===== config.mk =====
export PLATFORM = sky130hd
export DESIGN_NAME = http_request_byte_parser
export DESIGN_NICKNAME = d
export VERILOG_FILES = /design/src/sv/hrp_pkg.sv /design/src/sv/http_request_byte_parser.sv /design/src/sv/hrp_front.sv /design/src/sv/hrp_queue.sv /design/src/sv/hrp_engine.sv
export VERILOG_INCLUDE_DIRS = /design/src /design/src/sv
export SDC_FILE = /design/constraint.sdc
export NUM_CORES = 1
export LEC_CHECK = 0
export BUFFER_PORTS_ARGS = -buffer_cell sky130_fd_sc_hd__buf_2
export CAP_MARGIN = 20
export CORE_MARGIN = 2
export CORE_UTILIZATION = 58
export CTS_BUF_LIST = sky130_fd_sc_hd__clkbuf_2 sky130_fd_sc_hd__clkbuf_4 sky130_fd_sc_hd__clkbuf_8
export DETAILED_ROUTE_END_ITERATION = 10
export GPL_TIMING_DRIVEN = 0
export PLACE_DENSITY = 0.87
export SYNTH_ARGS = -nofsm -noshare
export SYNTH_HDL_FRONTEND = slang
export SYNTH_SLANG_ARGS = --single-unit
export TNS_END_PERCENT = 1

===== constraint.sdc =====
create_clock -name clk -period 5.9 [get_ports clk]
set_input_delay 0.59 -clock clk [delete_from_list [all_inputs] [get_ports clk]]
set_output_delay 0.59 -clock clk [all_outputs]
set_load 0.1 [all_outputs]

===== src/sv/assert_macros.svh =====
// Assertion helpers shared by the parser modules
`ifndef ASSERT_MACROS_SVH
`define ASSERT_MACROS_SVH
// Implication checked at every clock edge outside reset
`define ASSERT_IMPL(label, clk, rst_n, ante, cons, msg) \
  label: assert property (@(posedge clk) disable iff (!rst_n) (ante) |-> (cons)) \
    else $error(msg);
// Next-cycle implication checked outside reset
`define ASSERT_NEXT(label, clk, rst_n, ante, cons, msg) \
  label: assert property (@(posedge clk) disable iff (!rst_n) (ante) |=> (cons)) \
    else $error(msg);
`endif


===== src/sv/hrp_pkg.sv =====
// ----------------------------------------------------------------------------
// hrp_pkg
// Shared types, constants and character-class functions of the request parser.
// ----------------------------------------------------------------------------
package hrp_pkg;

  localparam int VERB_BYTES_DEF    = 8;
  localparam int URI_BYTES_DEF     = 256;
  localparam int VERSION_BYTES_DEF = 16;
  localparam int LINE_BYTES_DEF    = 512;
  localparam int BODY_BYTES_DEF    = 4096;
  localparam int HDR_MATCH_LIMIT   = 512;
  localparam int QUEUE_DEPTH       = 2;

  localparam logic [30:0] LEN_MAX = 31'h7FFF_FFFF;

  localparam logic [2:0] ST_MORE = 3'd0;
  localparam logic [2:0] ST_GET  = 3'd1;
  localparam logic [2:0] ST_POST = 3'd2;
  localparam logic [2:0] ST_PUTD = 3'd3;
  localparam logic [2:0] ST_ERR  = 3'd4;

  localparam logic [2:0] VK_NONE = 3'd0;
  localparam logic [2:0] VK_GET  = 3'd1;
  localparam logic [2:0] VK_POST = 3'd2;
  localparam logic [2:0] VK_PUT  = 3'd3;
  localparam logic [2:0] VK_DEL  = 3'd4;

  localparam logic [1:0] DK_NONE = 2'd0;
  localparam logic [1:0] DK_URI  = 2'd1;
  localparam logic [1:0] DK_BODY = 2'd2;

  // Classified byte handed from front to back
  typedef struct packed {
    logic [7:0] lc;
    logic       restart;
    logic       is_upper;
    logic       is_uri;
    logic       is_ver;
    logic       is_digit;
    logic       is_ws;
    logic [7:0] raw;
  } cls_t;

  function automatic logic uri_char(input logic [7:0] c);
    logic r;
    r = (c >= 8'h41 && c <= 8'h5A) || (c >= 8'h61 && c <= 8'h7A) ||
        (c >= 8'h30 && c <= 8'h39);
    case (c)
      "?", "/", "%", ".", "_", "+", "-", ":", "#", "@", "$", "&", "=", ";",
      "~", "*": r = 1'b1;
      default: ;
    endcase
    return r;
  endfunction

  function automatic logic ver_char(input logic [7:0] c);
    return c == "H" || c == "T" || c == "P" || c == "/" || c == "0" ||
           c == "1" || c == ".";
  endfunction

  function automatic logic [7:0] len_pat(input logic [4:0] i);
    logic [7:0] r;
    case (i)
      5'd0: r = "c"; 5'd1: r = "o"; 5'd2: r = "n"; 5'd3: r = "t";
      5'd4: r = "e"; 5'd5: r = "n"; 5'd6: r = "t"; 5'd7: r = "-";
      5'd8: r = "l"; 5'd9: r = "e"; 5'd10: r = "n"; 5'd11: r = "g";
      5'd12: r = "t"; 5'd13: r = "h"; 5'd14: r = ":";
      default: r = 8'h00;
    endcase
    return r;
  endfunction

  function automatic logic [7:0] keep_pat(input logic [4:0] i);
    logic [7:0] r;
    case (i)
      5'd0: r = "c"; 5'd1: r = "o"; 5'd2: r = "n"; 5'd3: r = "n";
      5'd4: r = "e"; 5'd5: r = "c"; 5'd6: r = "t"; 5'd7: r = "i";
      5'd8: r = "o"; 5'd9: r = "n"; 5'd10: r = ":"; 5'd11: r = " ";
      5'd12: r = "k"; 5'd13: r = "e"; 5'd14: r = "e"; 5'd15: r = "p";
      5'd16: r = "-"; 5'd17: r = "a"; 5'd18: r = "l"; 5'd19: r = "i";
      5'd20: r = "v"; 5'd21: r = "e";
      default: r = 8'h00;
    endcase
    return r;
  endfunction

endpackage


===== src/sv/http_request_byte_parser.sv =====
// ----------------------------------------------------------------------------
// http_request_byte_parser
// HTTP/1.x request checker, one result per byte, URI and body streamed out.
// ----------------------------------------------------------------------------
// One byte is taken every cycle while the result side keeps up; each byte
// gives one result, held first in the classifier queue and then in the
// parser engine's output register. The phase machine and header matchers
// update once per byte, which sets that rate. No memory clearing is needed
// after reset.
module http_request_byte_parser import hrp_pkg::*; #(
  parameter int VERB_BYTES    = VERB_BYTES_DEF,
  parameter int URI_BYTES     = URI_BYTES_DEF,
  parameter int VERSION_BYTES = VERSION_BYTES_DEF,
  parameter int LINE_BYTES    = LINE_BYTES_DEF,
  parameter int BODY_BYTES    = BODY_BYTES_DEF
) (
  input  logic        clk,
  input  logic        rst_n,
  input  logic        in_valid,
  output logic        in_ready,
  input  logic [7:0]  in_byte_in,
  input  logic        in_restart,
  output logic        out_valid,
  input  logic        out_ready,
  output logic [2:0]  out_status,
  output logic [2:0]  out_verb_kind,
  output logic [30:0] out_body_length,
  output logic        out_persistent,
  output logic [7:0]  out_data_byte,
  output logic [1:0]  out_data_kind
);
  logic q_wr, q_full, q_rd, q_nempty;
  cls_t q_wdata, q_rdata;

  hrp_front u_front (
    .clk, .rst_n, .in_valid, .in_ready, .in_byte_in, .in_restart,
    .q_wr, .q_data(q_wdata), .q_full
  );

  hrp_queue #(.DEPTH(QUEUE_DEPTH)) u_queue (
    .clk, .rst_n, .wr(q_wr), .wdata(q_wdata), .full(q_full),
    .rd(q_rd), .rdata(q_rdata), .nempty(q_nempty)
  );

  hrp_engine #(
    .VERB_BYTES(VERB_BYTES), .URI_BYTES(URI_BYTES),
    .VERSION_BYTES(VERSION_BYTES), .LINE_BYTES(LINE_BYTES),
    .BODY_BYTES(BODY_BYTES)
  ) u_engine (
    .clk, .rst_n, .q_nempty, .q_data(q_rdata), .q_rd,
    .out_valid, .out_ready, .out_status, .out_verb_kind, .out_body_length,
    .out_persistent, .out_data_byte, .out_data_kind
  );
endmodule


===== src/sv/hrp_front.sv =====
// ----------------------------------------------------------------------------
// hrp_front
// Accepts request bytes, folds case and classifies each into a queue entry.
// ----------------------------------------------------------------------------
module hrp_front import hrp_pkg::*; (
  input  logic       clk,
  input  logic       rst_n,
  input  logic       in_valid,
  output logic       in_ready,
  input  logic [7:0] in_byte_in,
  input  logic       in_restart,
  output logic       q_wr,
  output cls_t       q_data,
  input  logic       q_full
);
  logic [7:0] lc;

  assign in_ready = !q_full;
  assign q_wr     = in_valid && !q_full;
  assign lc = (in_byte_in >= 8'h41 && in_byte_in <= 8'h5A) ? in_byte_in + 8'h20
                                                          : in_byte_in;

  always_comb begin
    q_data.raw      = in_byte_in;
    q_data.lc       = lc;
    q_data.restart  = in_restart;
    q_data.is_upper = in_byte_in >= 8'h41 && in_byte_in <= 8'h5A;
    q_data.is_uri   = uri_char(in_byte_in);
    q_data.is_ver   = ver_char(in_byte_in);
    q_data.is_digit = lc >= 8'h30 && lc <= 8'h39;
    q_data.is_ws    = lc == 8'h20 || lc == 8'h09 || lc == 8'h0B || lc == 8'h0C;
  end
endmodule


===== src/sv/hrp_queue.sv =====
// ----------------------------------------------------------------------------
// hrp_queue
// Short register queue between the classifier and the parser engine.
// ----------------------------------------------------------------------------
module hrp_queue import hrp_pkg::*; #(
  parameter int DEPTH = QUEUE_DEPTH
) (
  input  logic clk,
  input  logic rst_n,
  input  logic wr,
  input  cls_t wdata,
  output logic full,
  input  logic rd,
  output cls_t rdata,
  output logic nempty
);
  `include "assert_macros.svh"
  localparam int AW = $clog2(DEPTH);

  cls_t mem_r [DEPTH];
  logic [AW-1:0] wp_r, rp_r;
  logic [AW:0]   cnt_r;

  assign full   = cnt_r == (AW+1)'(DEPTH);
  assign nempty = cnt_r != '0;
  assign rdata  = mem_r[rp_r];

  always_ff @(posedge clk) begin
    if (wr) mem_r[wp_r] <= wdata;
  end

  always_ff @(posedge clk) begin
    if (!rst_n) begin
      wp_r <= '0; rp_r <= '0; cnt_r <= '0;
    end else begin
      if (wr) wp_r <= (wp_r == AW'(DEPTH-1)) ? '0 : wp_r + 1'b1;
      if (rd) rp_r <= (rp_r == AW'(DEPTH-1)) ? '0 : rp_r + 1'b1;
      cnt_r <= cnt_r + (AW+1)'(wr) - (AW+1)'(rd);
    end
  end

  `ASSERT_IMPL(a_no_overflow, clk, rst_n, full, !wr, "queue written when full")
  `ASSERT_IMPL(a_no_underflow, clk, rst_n, !nempty, !rd, "queue read when empty")
endmodule


===== src/sv/hrp_engine.sv =====
// ----------------------------------------------------------------------------
// hrp_engine
// Request phase machine, header matchers and output register.
// ----------------------------------------------------------------------------
module hrp_engine import hrp_pkg::*; #(
  parameter int VERB_BYTES    = VERB_BYTES_DEF,
  parameter int URI_BYTES     = URI_BYTES_DEF,
  parameter int VERSION_BYTES = VERSION_BYTES_DEF,
  parameter int LINE_BYTES    = LINE_BYTES_DEF,
  parameter int BODY_BYTES    = BODY_BYTES_DEF
) (
  input  logic        clk,
  input  logic        rst_n,
  input  logic        q_nempty,
  input  cls_t        q_data,
  output logic        q_rd,
  output logic        out_valid,
  input  logic        out_ready,
  output logic [2:0]  out_status,
  output logic [2:0]  out_verb_kind,
  output logic [30:0] out_body_length,
  output logic        out_persistent,
  output logic [7:0]  out_data_byte,
  output logic [1:0]  out_data_kind
);
  `include "assert_macros.svh"

  typedef enum logic [7:0] {
    PH_VERB = 8'b0000_0001, PH_URI = 8'b0000_0010, PH_VER = 8'b0000_0100,
    PH_LF1  = 8'b0000_1000, PH_HDR = 8'b0001_0000, PH_HLF = 8'b0010_0000,
    PH_BODY = 8'b0100_0000, PH_DONE = 8'b1000_0000
  } phase_t;

  localparam logic [4:0] LM_WS = 5'd15, LM_PLUS = 5'd16, LM_MINUS = 5'd17,
    LM_DIG_POS = 5'd18, LM_DIG_NEG = 5'd19, LM_END_POS = 5'd20,
    LM_END_NEG = 5'd21, KM_FULL = 5'd22, MATCH_DEAD = 5'd31;
  localparam logic [30:0] DIG_LIM = 31'd214748364;
  localparam int BCW = $clog2(BODY_BYTES + 1);
  // Line counter must reach the largest of the URI, line and header-match bounds
  localparam int LCMAX0 = (URI_BYTES > LINE_BYTES) ? URI_BYTES : LINE_BYTES;
  localparam int LCMAX  = (LCMAX0 > HDR_MATCH_LIMIT) ? LCMAX0 : HDR_MATCH_LIMIT;
  localparam int LCW    = $clog2(LCMAX + 1);

  phase_t      phase_r, phase_nxt;
  logic [LCW-1:0] line_r, line_nxt;
  logic [7:0]  verb_r [VERB_BYTES];
  logic [2:0]  method_r, method_nxt;
  logic [30:0] len_r, len_nxt, acc_r, acc_nxt;
  logic        keep_r, keep_nxt, err_r, err_nxt;
  logic [BCW-1:0] bc_r, bc_nxt;
  logic [4:0]  lm_r, lm_nxt, km_r, km_nxt;
  logic        vwr;

  // Effective state after an optional restart
  phase_t      ph;
  logic [LCW-1:0] lc0;
  logic [2:0]  me0;
  logic [30:0] le0, ac0;
  logic [BCW-1:0] bc0;
  logic [4:0]  lm0, km0;
  logic        er0, vclr;

  logic [2:0]  st;
  logic [1:0]  dk;
  logic        err;
  logic [2:0]  vcode;
  logic [3:0]  dgt;
  logic [30:0] acc_add;
  logic [7:0]  c, lc;

  logic        ov_r;
  logic        step;

  assign step  = q_nempty && (!ov_r || out_ready);
  assign q_rd  = step;
  assign c     = q_data.raw;
  assign lc    = q_data.lc;
  assign dgt   = lc[3:0];
  assign vclr  = q_data.restart;

  always_comb begin
    ph  = vclr ? PH_VERB : phase_r;
    lc0 = vclr ? '0 : line_r;
    me0 = vclr ? VK_NONE : method_r;
    le0 = vclr ? '0 : len_r;
    ac0 = vclr ? '0 : acc_r;
    bc0 = vclr ? '0 : bc_r;
    lm0 = vclr ? '0 : lm_r;
    km0 = vclr ? '0 : km_r;
    er0 = vclr ? 1'b0 : err_r;
  end

  function automatic logic vmatch(input logic [47:0] w, input int n);
    logic r;
    r = 1'b1;
    for (int i = 0; i < 6; i++)
      if (i < n && i < VERB_BYTES && verb_r[i] != w[47-8*i -: 8]) r = 1'b0;
    return r;
  endfunction

  always_comb begin
    vcode = VK_NONE;
    if (!vclr) begin
      if (lc0 == LCW'(3) && vmatch({"GET", 24'h0}, 3)) vcode = VK_GET;
      else if (lc0 == LCW'(4) && vmatch({"POST", 16'h0}, 4)) vcode = VK_POST;
      else if (lc0 == LCW'(3) && vmatch({"PUT", 24'h0}, 3)) vcode = VK_PUT;
      else if (lc0 == LCW'(6) && VERB_BYTES >= 6 && vmatch("DELETE", 6))
        vcode = VK_DEL;
    end
  end

  // Saturating decimal accumulate: ten times fits in 35 bits
  always_comb begin
    logic [34:0] t;
    t = {4'd0, ac0} * 35'd10 + {31'd0, dgt};
    acc_add = (ac0 > DIG_LIM || t > {4'd0, LEN_MAX}) ? LEN_MAX : t[30:0];
  end

  always_comb begin
    phase_nxt = ph; line_nxt = lc0; method_nxt = me0; len_nxt = le0;
    acc_nxt = ac0; keep_nxt = keep_r; bc_nxt = bc0; lm_nxt = lm0; km_nxt = km0;
    err = 1'b0; st = ST_MORE; dk = DK_NONE; vwr = 1'b0;
    if (!er0) begin
      case (ph)
        PH_VERB: begin
          if (lc0 >= LCW'(VERB_BYTES)) err = 1'b1;
          else if (q_data.is_upper) begin
            vwr = 1'b1; line_nxt = lc0 + LCW'(1);
          end else if (c == 8'h20) begin
            method_nxt = vcode; line_nxt = '0;
            if (vcode == VK_NONE) err = 1'b1; else phase_nxt = PH_URI;
          end else err = 1'b1;
        end
        PH_URI: begin
          if (32'(lc0) >= 32'(URI_BYTES)) err = 1'b1;
          else if (q_data.is_uri) begin
            line_nxt = lc0 + LCW'(1); dk = DK_URI;
          end else if (c == 8'h20) begin
            line_nxt = '0; phase_nxt = PH_VER;
          end else err = 1'b1;
        end
        PH_VER: begin
          if (lc0 >= LCW'(VERSION_BYTES)) err = 1'b1;
          else if (q_data.is_ver) line_nxt = lc0 + LCW'(1);
          else if (c == 8'h0D) begin
            line_nxt = '0; phase_nxt = PH_LF1;
          end else err = 1'b1;
        end
        PH_LF1: begin
          if (c == 8'h0A) begin
            line_nxt = '0; lm_nxt = '0; km_nxt = '0; acc_nxt = '0;
            phase_nxt = PH_HDR;
          end else err = 1'b1;
        end
        PH_HDR: begin
          if (32'(lc0) >= 32'(LINE_BYTES)) err = 1'b1;
          else if (c == 8'h0D) phase_nxt = PH_HLF;
          else if (c == 8'h0A) err = 1'b1;
          else begin
            line_nxt = lc0 + LCW'(1);
            if (lm0 < LM_WS) lm_nxt = (lc == len_pat(lm0)) ? lm0 + 5'd1 : MATCH_DEAD;
            else if (lm0 == LM_WS) begin
              if (q_data.is_ws) lm_nxt = LM_WS;
              else if (lc == "+") lm_nxt = LM_PLUS;
              else if (lc == "-") lm_nxt = LM_MINUS;
              else if (q_data.is_digit) begin
                acc_nxt = acc_add; lm_nxt = LM_DIG_POS;
              end else lm_nxt = MATCH_DEAD;
            end else if (lm0 == LM_PLUS || lm0 == LM_DIG_POS) begin
              if (q_data.is_digit) begin
                acc_nxt = acc_add; lm_nxt = LM_DIG_POS;
              end else lm_nxt = (lm0 == LM_PLUS) ? MATCH_DEAD : LM_END_POS;
            end else if (lm0 == LM_MINUS)
              lm_nxt = q_data.is_digit ? LM_DIG_NEG : MATCH_DEAD;
            else if (lm0 == LM_DIG_NEG)
              lm_nxt = q_data.is_digit ? LM_DIG_NEG : LM_END_NEG;
            if (km0 < KM_FULL) km_nxt = (lc == keep_pat(km0)) ? km0 + 5'd1 : MATCH_DEAD;
            else km_nxt = MATCH_DEAD;
          end
        end
        PH_HLF: begin
          if (c != 8'h0A) err = 1'b1;
          else if (lc0 != '0) begin
            if (32'(lc0) < HDR_MATCH_LIMIT) begin
              if (lm0 == LM_DIG_POS || lm0 == LM_END_POS) len_nxt = ac0;
              else if (lm0 == LM_DIG_NEG || lm0 == LM_END_NEG) len_nxt = '0;
              else if (km0 == KM_FULL) keep_nxt = 1'b1;
            end
            line_nxt = '0; lm_nxt = '0; km_nxt = '0; acc_nxt = '0;
            phase_nxt = PH_HDR;
          end else if (me0 == VK_GET) begin
            st = ST_GET; phase_nxt = PH_DONE;
          end else if (me0 == VK_POST) begin
            if (le0 != '0) begin
              bc_nxt = '0; phase_nxt = PH_BODY;
            end else begin
              st = ST_POST; phase_nxt = PH_DONE;
            end
          end else begin
            st = ST_PUTD; phase_nxt = PH_DONE;
          end
        end
        PH_BODY: begin
          if (le0 > 31'(BODY_BYTES) || 32'(bc0) >= 32'(BODY_BYTES)) err = 1'b1;
          else begin
            bc_nxt = bc0 + 1'b1; dk = DK_BODY;
            if (31'(bc_nxt) >= le0) begin
              st = ST_POST; phase_nxt = PH_DONE;
            end
          end
        end
        default: ;
      endcase
    end
    err_nxt = er0 || err;
    if (err_nxt) begin
      st = ST_ERR; dk = DK_NONE;
    end
  end

  // Letters beyond the stored count are never compared, so no clear is needed
  always_ff @(posedge clk) begin
    if (step && vwr) verb_r[lc0[$clog2(VERB_BYTES)-1:0]] <= c;
  end

  always_ff @(posedge clk) begin
    if (step) begin
      out_status      <= st;
      out_verb_kind   <= method_nxt;
      out_body_length <= len_nxt;
      out_persistent  <= keep_nxt;
      out_data_byte   <= (dk == DK_NONE) ? 8'h00 : c;
      out_data_kind   <= dk;
    end
  end

  always_ff @(posedge clk) begin
    if (!rst_n) begin
      phase_r <= PH_VERB; line_r <= '0; method_r <= VK_NONE; len_r <= '0;
      acc_r <= '0; keep_r <= 1'b0; err_r <= 1'b0; bc_r <= '0; lm_r <= '0;
      km_r <= '0; ov_r <= 1'b0;
    end else begin
      if (step) begin
        phase_r <= phase_nxt; line_r <= line_nxt; method_r <= method_nxt;
        len_r <= len_nxt; acc_r <= acc_nxt; keep_r <= keep_nxt;
        err_r <= err_nxt; bc_r <= bc_nxt; lm_r <= lm_nxt; km_r <= km_nxt;
      end
      if (step) ov_r <= 1'b1;
      else if (out_ready) ov_r <= 1'b0;
    end
  end

  assign out_valid = ov_r;

  `ASSERT_NEXT(a_err_sticky, clk, rst_n, err_r && !(step && vclr), err_r,
    "error cleared without restart")
  `ASSERT_IMPL(a_err_status, clk, rst_n, out_valid && out_status == ST_ERR,
    out_data_kind == DK_NONE, "data passed with error status")
  `ASSERT_IMPL(a_done_quiet, clk, rst_n, phase_r == PH_DONE && !err_r,
    out_data_kind == DK_NONE || !out_valid || out_status != ST_MORE,
    "data after completion")
endmodule

==> summary by stage <==
Status
The flow ran to the end, but the final reports show violations. The final reports fail on design-rule violations.

Timing
The total count of hold-check failures in the final report is 0. The slew at the pin closest to its max-slew limit is approximately 1 ns. The share of the clock period used by the worst path after layout is 0.980. Setup violations remaining at the end of the flow were counted as 0. The number of pins with negative max-slew slack in the final report came to 0. The clock period minus final worst setup slack is 5.78 ns. Setup slack closes at between 0.1 and 0.15 ns.

The highest clock rate is approximately 170 MHz. Setup repair after global routing left no endpoint under its margin. Headroom to the max-slew limit came out at 0.299.

For the final database, setup skew stands at 0.0251 ns.

Worst setup path
The endpoint required time on the critical path is 6.31 ns. STA classifies the critical path startpoint as a flop. For this run, the slowest stage of the critical path takes roughly 0.53 ns.

Of all nets on the critical path, the largest fanout is 10. The gate family responsible for the most delay along the worst path is buffers and inverters. The number of gates on the worst path with buffers counted is 22. The worst register-to-register path has a depth of 22. The worst setup path is captured at a flop.

Counting both buffers and inverters, the worst setup path holds a total of 8. The critical path capture point is u_engine.acc_r[17]. The reg-to-reg endpoint is u_engine.acc_r[17].

The critical path goes through buf_6 > mux2i_4 > clkbuf_16 > clkbuf_8 > buf_12 > clkbuf_8 > buf_8 > clkbuf_8 > and3_1 > ha_1 > a21o_1 > a221oi_4 > o21ai_0 > xor2_1 > or4b_4 > and3b_1 > and2b_2 > nand4_4 > mux2_2 > buf_2 > o21ai_0 > a21oi_1. The internal reg-to-reg setup slack is between 0.1 and 0.15 ns. The critical path's slowest cell is or4b_4. In this design, the critical path's most frequently occurring cell is clkbuf_8. Data arrives at the worst endpoint at approximately 6.2 ns.

The critical path in this run is classified as flop to flop.

Drt
The detailed router finished its first iteration with 2400 violations. After detailed routing, the average wire length per cell comes to approximately 23 um. The number of search-and-repair iterations in the first detailed-routing pass is 10. In the routed layout, each cell is associated on average with a via count of between 6 and 7. The detail route stage leaves a number of antenna-violating nets equal to 0. The final routed wirelength across all metal layers is between 50 and 60 mm. The via count of the routed design is ~17000. The number of design rule violations left after detail routing is 2.

Power
The total power of the final layout is 7000 uW. The power density relative to cell area is 378 nW/um2. The analysis attributes to cell leakage a power of around 0.0071 uW. The largest vdd supply drop is 273 uV.

Global route
The first global-routing pass estimated 86.6 mm of wire. The number of global-route vias before repair is roughly 15000. Entering global routing, the biggest net connects 38 pins. For this run the aggregate overflow at the end of global routing stands at 0. The number of antenna violations at the first check in global routing is 1.

In the global route stage, overall resource usage came out at 0.380.

Clock network
The CTS tree is built. The clock tree buffer depth is 3. The number of clock buffers added by TritonCTS is 42.

CTS built an H-tree with a depth of 2. Buffers inserted to repair hold after CTS numbered 0. The clock reaches the later pin of the worst-skew pair after approximately 0.57 ns. The buffer cell driving the clock tree root is clkbuf_8. The clock input transition at the sequential cells of the worst setup and hold paths is about 0.07 ns. The clock net in this run drives a total of roughly 240 sinks.

Layout
The final layout contains around 2200 nets. Once layout is complete, the utilization of the core stands at 0.666. The layout overhead on the synthesized area is 13.0%. The share of layout cells above drive strength 1 is 0.122.

Die
The die covers between 20000 and 30000 um2. The total area inside the core boundary comes to approximately 28000 um2. The floorplan die width is 172 um. 63 I/O pins were placed. The effective utilization at floorplan is 0.589.

The row count is just over 60. The overall die height is 172 um.

Logic synthesis
Of the synthesized area, sequential elements account for 0.377. The largest area contributor in the synthesized netlist is edfxtp_1. In the post-synthesis netlist, the biggest area contributors are edfxtp_1 (24%), dfxtp_1 (14%), ha_1 (5.6%). Synthesis produced a netlist whose cell count is between 1500 and 2000.

Yosys printed 0 warnings. Among all flip-flop cells after synthesis, the most frequent one is edfxtp_1. The number of enable-type register cells in the synthesized netlist is 130. Of the post-synthesis cell area, the dominant cell type holds 0.238.

The mean instance size in the synthesized netlist is 8.37 um2. The netlist uses 97 different library cells. When the netlist entered floorplanning its net count stood at between 2000 and 2500. After synthesis the netlist holds a flip-flop and latch count of approximately 240. Counting flops with an async set or reset pin after synthesis yields a share of 0. The synthesized netlist occupies a cell area of ~16000 um2.

Placed design
The number of input and output port buffers inserted is between 60 and 70. The detailed-placement wirelength estimate is 41.5 mm. The worst setup timing slack at the placement stage is -3.25 ns. Routability-driven placement finished with a final weighted congestion of roughly 1.1.

Flow run
Across the run, the number of max-cap violations was 0.

Worst hold path
The worst hold-check path type is input port to flop. In this run the most critical hold path is launched from in_restart.
==> worst reg2reg max path, stage by stage (launching register included) <==
cell       delay [ns]
dfxtp_1          0.34
buf_6            0.14
mux2i_4          0.35
clkbuf_16        0.21
clkbuf_8         0.22
buf_12           0.19
clkbuf_8         0.22
buf_8            0.20
clkbuf_8         0.22
and3_1           0.18
ha_1             0.31
a21o_1           0.25
a221oi_4         0.42
o21ai_0          0.16
xor2_1           0.21
or4b_4           0.53
and3b_1          0.27
and2b_2          0.21
nand4_4          0.14
mux2_2           0.34
buf_2            0.19
o21ai_0          0.22
a21oi_1          0.11
==> how the worst min path moves through the flow <==
stage | to | slack, ns | cells past startpoint
5_1_grt | u_queue.mem_r[1][13] | 0.24 | 1
4_1_cts | u_queue.mem_r[1][13] | 0.21 | 1
2_1_floorplan | u_engine.acc_r[26] | 0.41 | 2
6_report | u_queue.mem_r[1][13] | 0.22 | 1
3_5_place_dp | u_engine.acc_r[26] | 0.42 | 2
3_3_place_gp | u_engine.acc_r[26] | 0.42 | 2
==> area by class of cell <==
| type | count | area, um2 |
|---|---|---|
| Fill cell | 2272 | 9300 |
| Timing Repair Buffer | 84 | 483 |
| Clock buffer | 59 | 743 |
| Multi-Input combinational cell | 1547 | 9760 |
| Clock inverter | 18 | 116 |
| Inverter | 47 | 176 |
| Buffer | 122 | 614 |
| Tap cell | 378 | 473 |
| Antenna cell | 1 | 2.50 |
| Sequential cell | 244 | 6190 |
==> report_power, final <==
| group | internal (uW) | switching [uW] |
|---|---|---|
| combinational | 654 | 2430 |
| sequential | 2170 | 165 |
| clock | 863 | 729 |
| total | 3680 | 3320 |
==> per-stage QoR <==
stage	TNS (ns)	hold slack (ns)	area (um2)	cells
2_1_floorplan	0	0.407	16400	1962
3_3_place_gp	-264.39	0.418	17200	2402
3_5_place_dp	-277.81	0.424	17300	2404
4_1_cts	0	0.213	18300	2490
5_1_grt	0	0.235	18600	2499
6_report	0	0.219	18600	2500
==> cells in the mapped netlist, types with 20 or more instances <==
master    instances
nand3_1          54
xnor2_1          72
a31oi_1          23
xor2_1           25
edfxtp_1        130
ha_1             73
a21oi_1         146
nor4_1           25
inv_1            45
dfxtp_1         114
nor2_1          228
and3_1           44
a32o_1           23
nor3_1           81
and2_1           20
clkbuf_1         91
nand2_1         235
o21ai_0         116
==> cells by family after synthesis <==
group                      after synthesis  synth area share
DFF                                    244             0.377
and+or+nand+nor                        833             0.249
AOI/OAI and AO/OA                      514             0.205
adders and majority gates               74            0.0568
muxes                                   29            0.0200
xor gates and xnor gates                97            0.0517
buffers and inverters                  171            0.0411
==> metal layers <==
metal	vias to the layer above	global-route usage	part of all wire
met5	-	0.00696	0
met1	7875	0.510	0.39
li1	7489	-	-
met3	228	0.0710	0.12
met4	0	0.173	0.045
met2	1143	0.597	0.45
==> registers in the layout, summed over array words and instances, names as in the netlist, 5 cells and up, named ones only <==
| name | count |
|---|---|
| u_engine.lm_r | 5 |
| u_engine.verb_r | 48 |
| u_queue.mem_r | 34 |
| u_engine.acc_r | 31 |
| u_engine.km_r | 5 |
| u_engine.bc_r | 13 |
| u_engine.len_r | 31 |
| u_engine.out_body_length | 31 |
| u_engine.line_r | 10 |
| u_engine.phase_r | 8 |
| u_engine.out_data_byte | 8 |
==> cell usage in the layout (no fill, tap or decap), drive strengths merged, types with 54 or more instances in the layout <==
master and count:
a21oi 146, ha 73, nor2 229, edfxtp 130
o21ai 127, xnor2 72, nor3 84, clkbuf 146
nand2 235, nand3 54, dfxtp 114, buf 119
==> timing repair <==
item,CTS,global route
setup endpoints to repair,171,44
pin swaps,3,8
gates resized for setup,49,33
buffers inserted,10,7
Note: power is estimated with default switching activity, not from simulation.
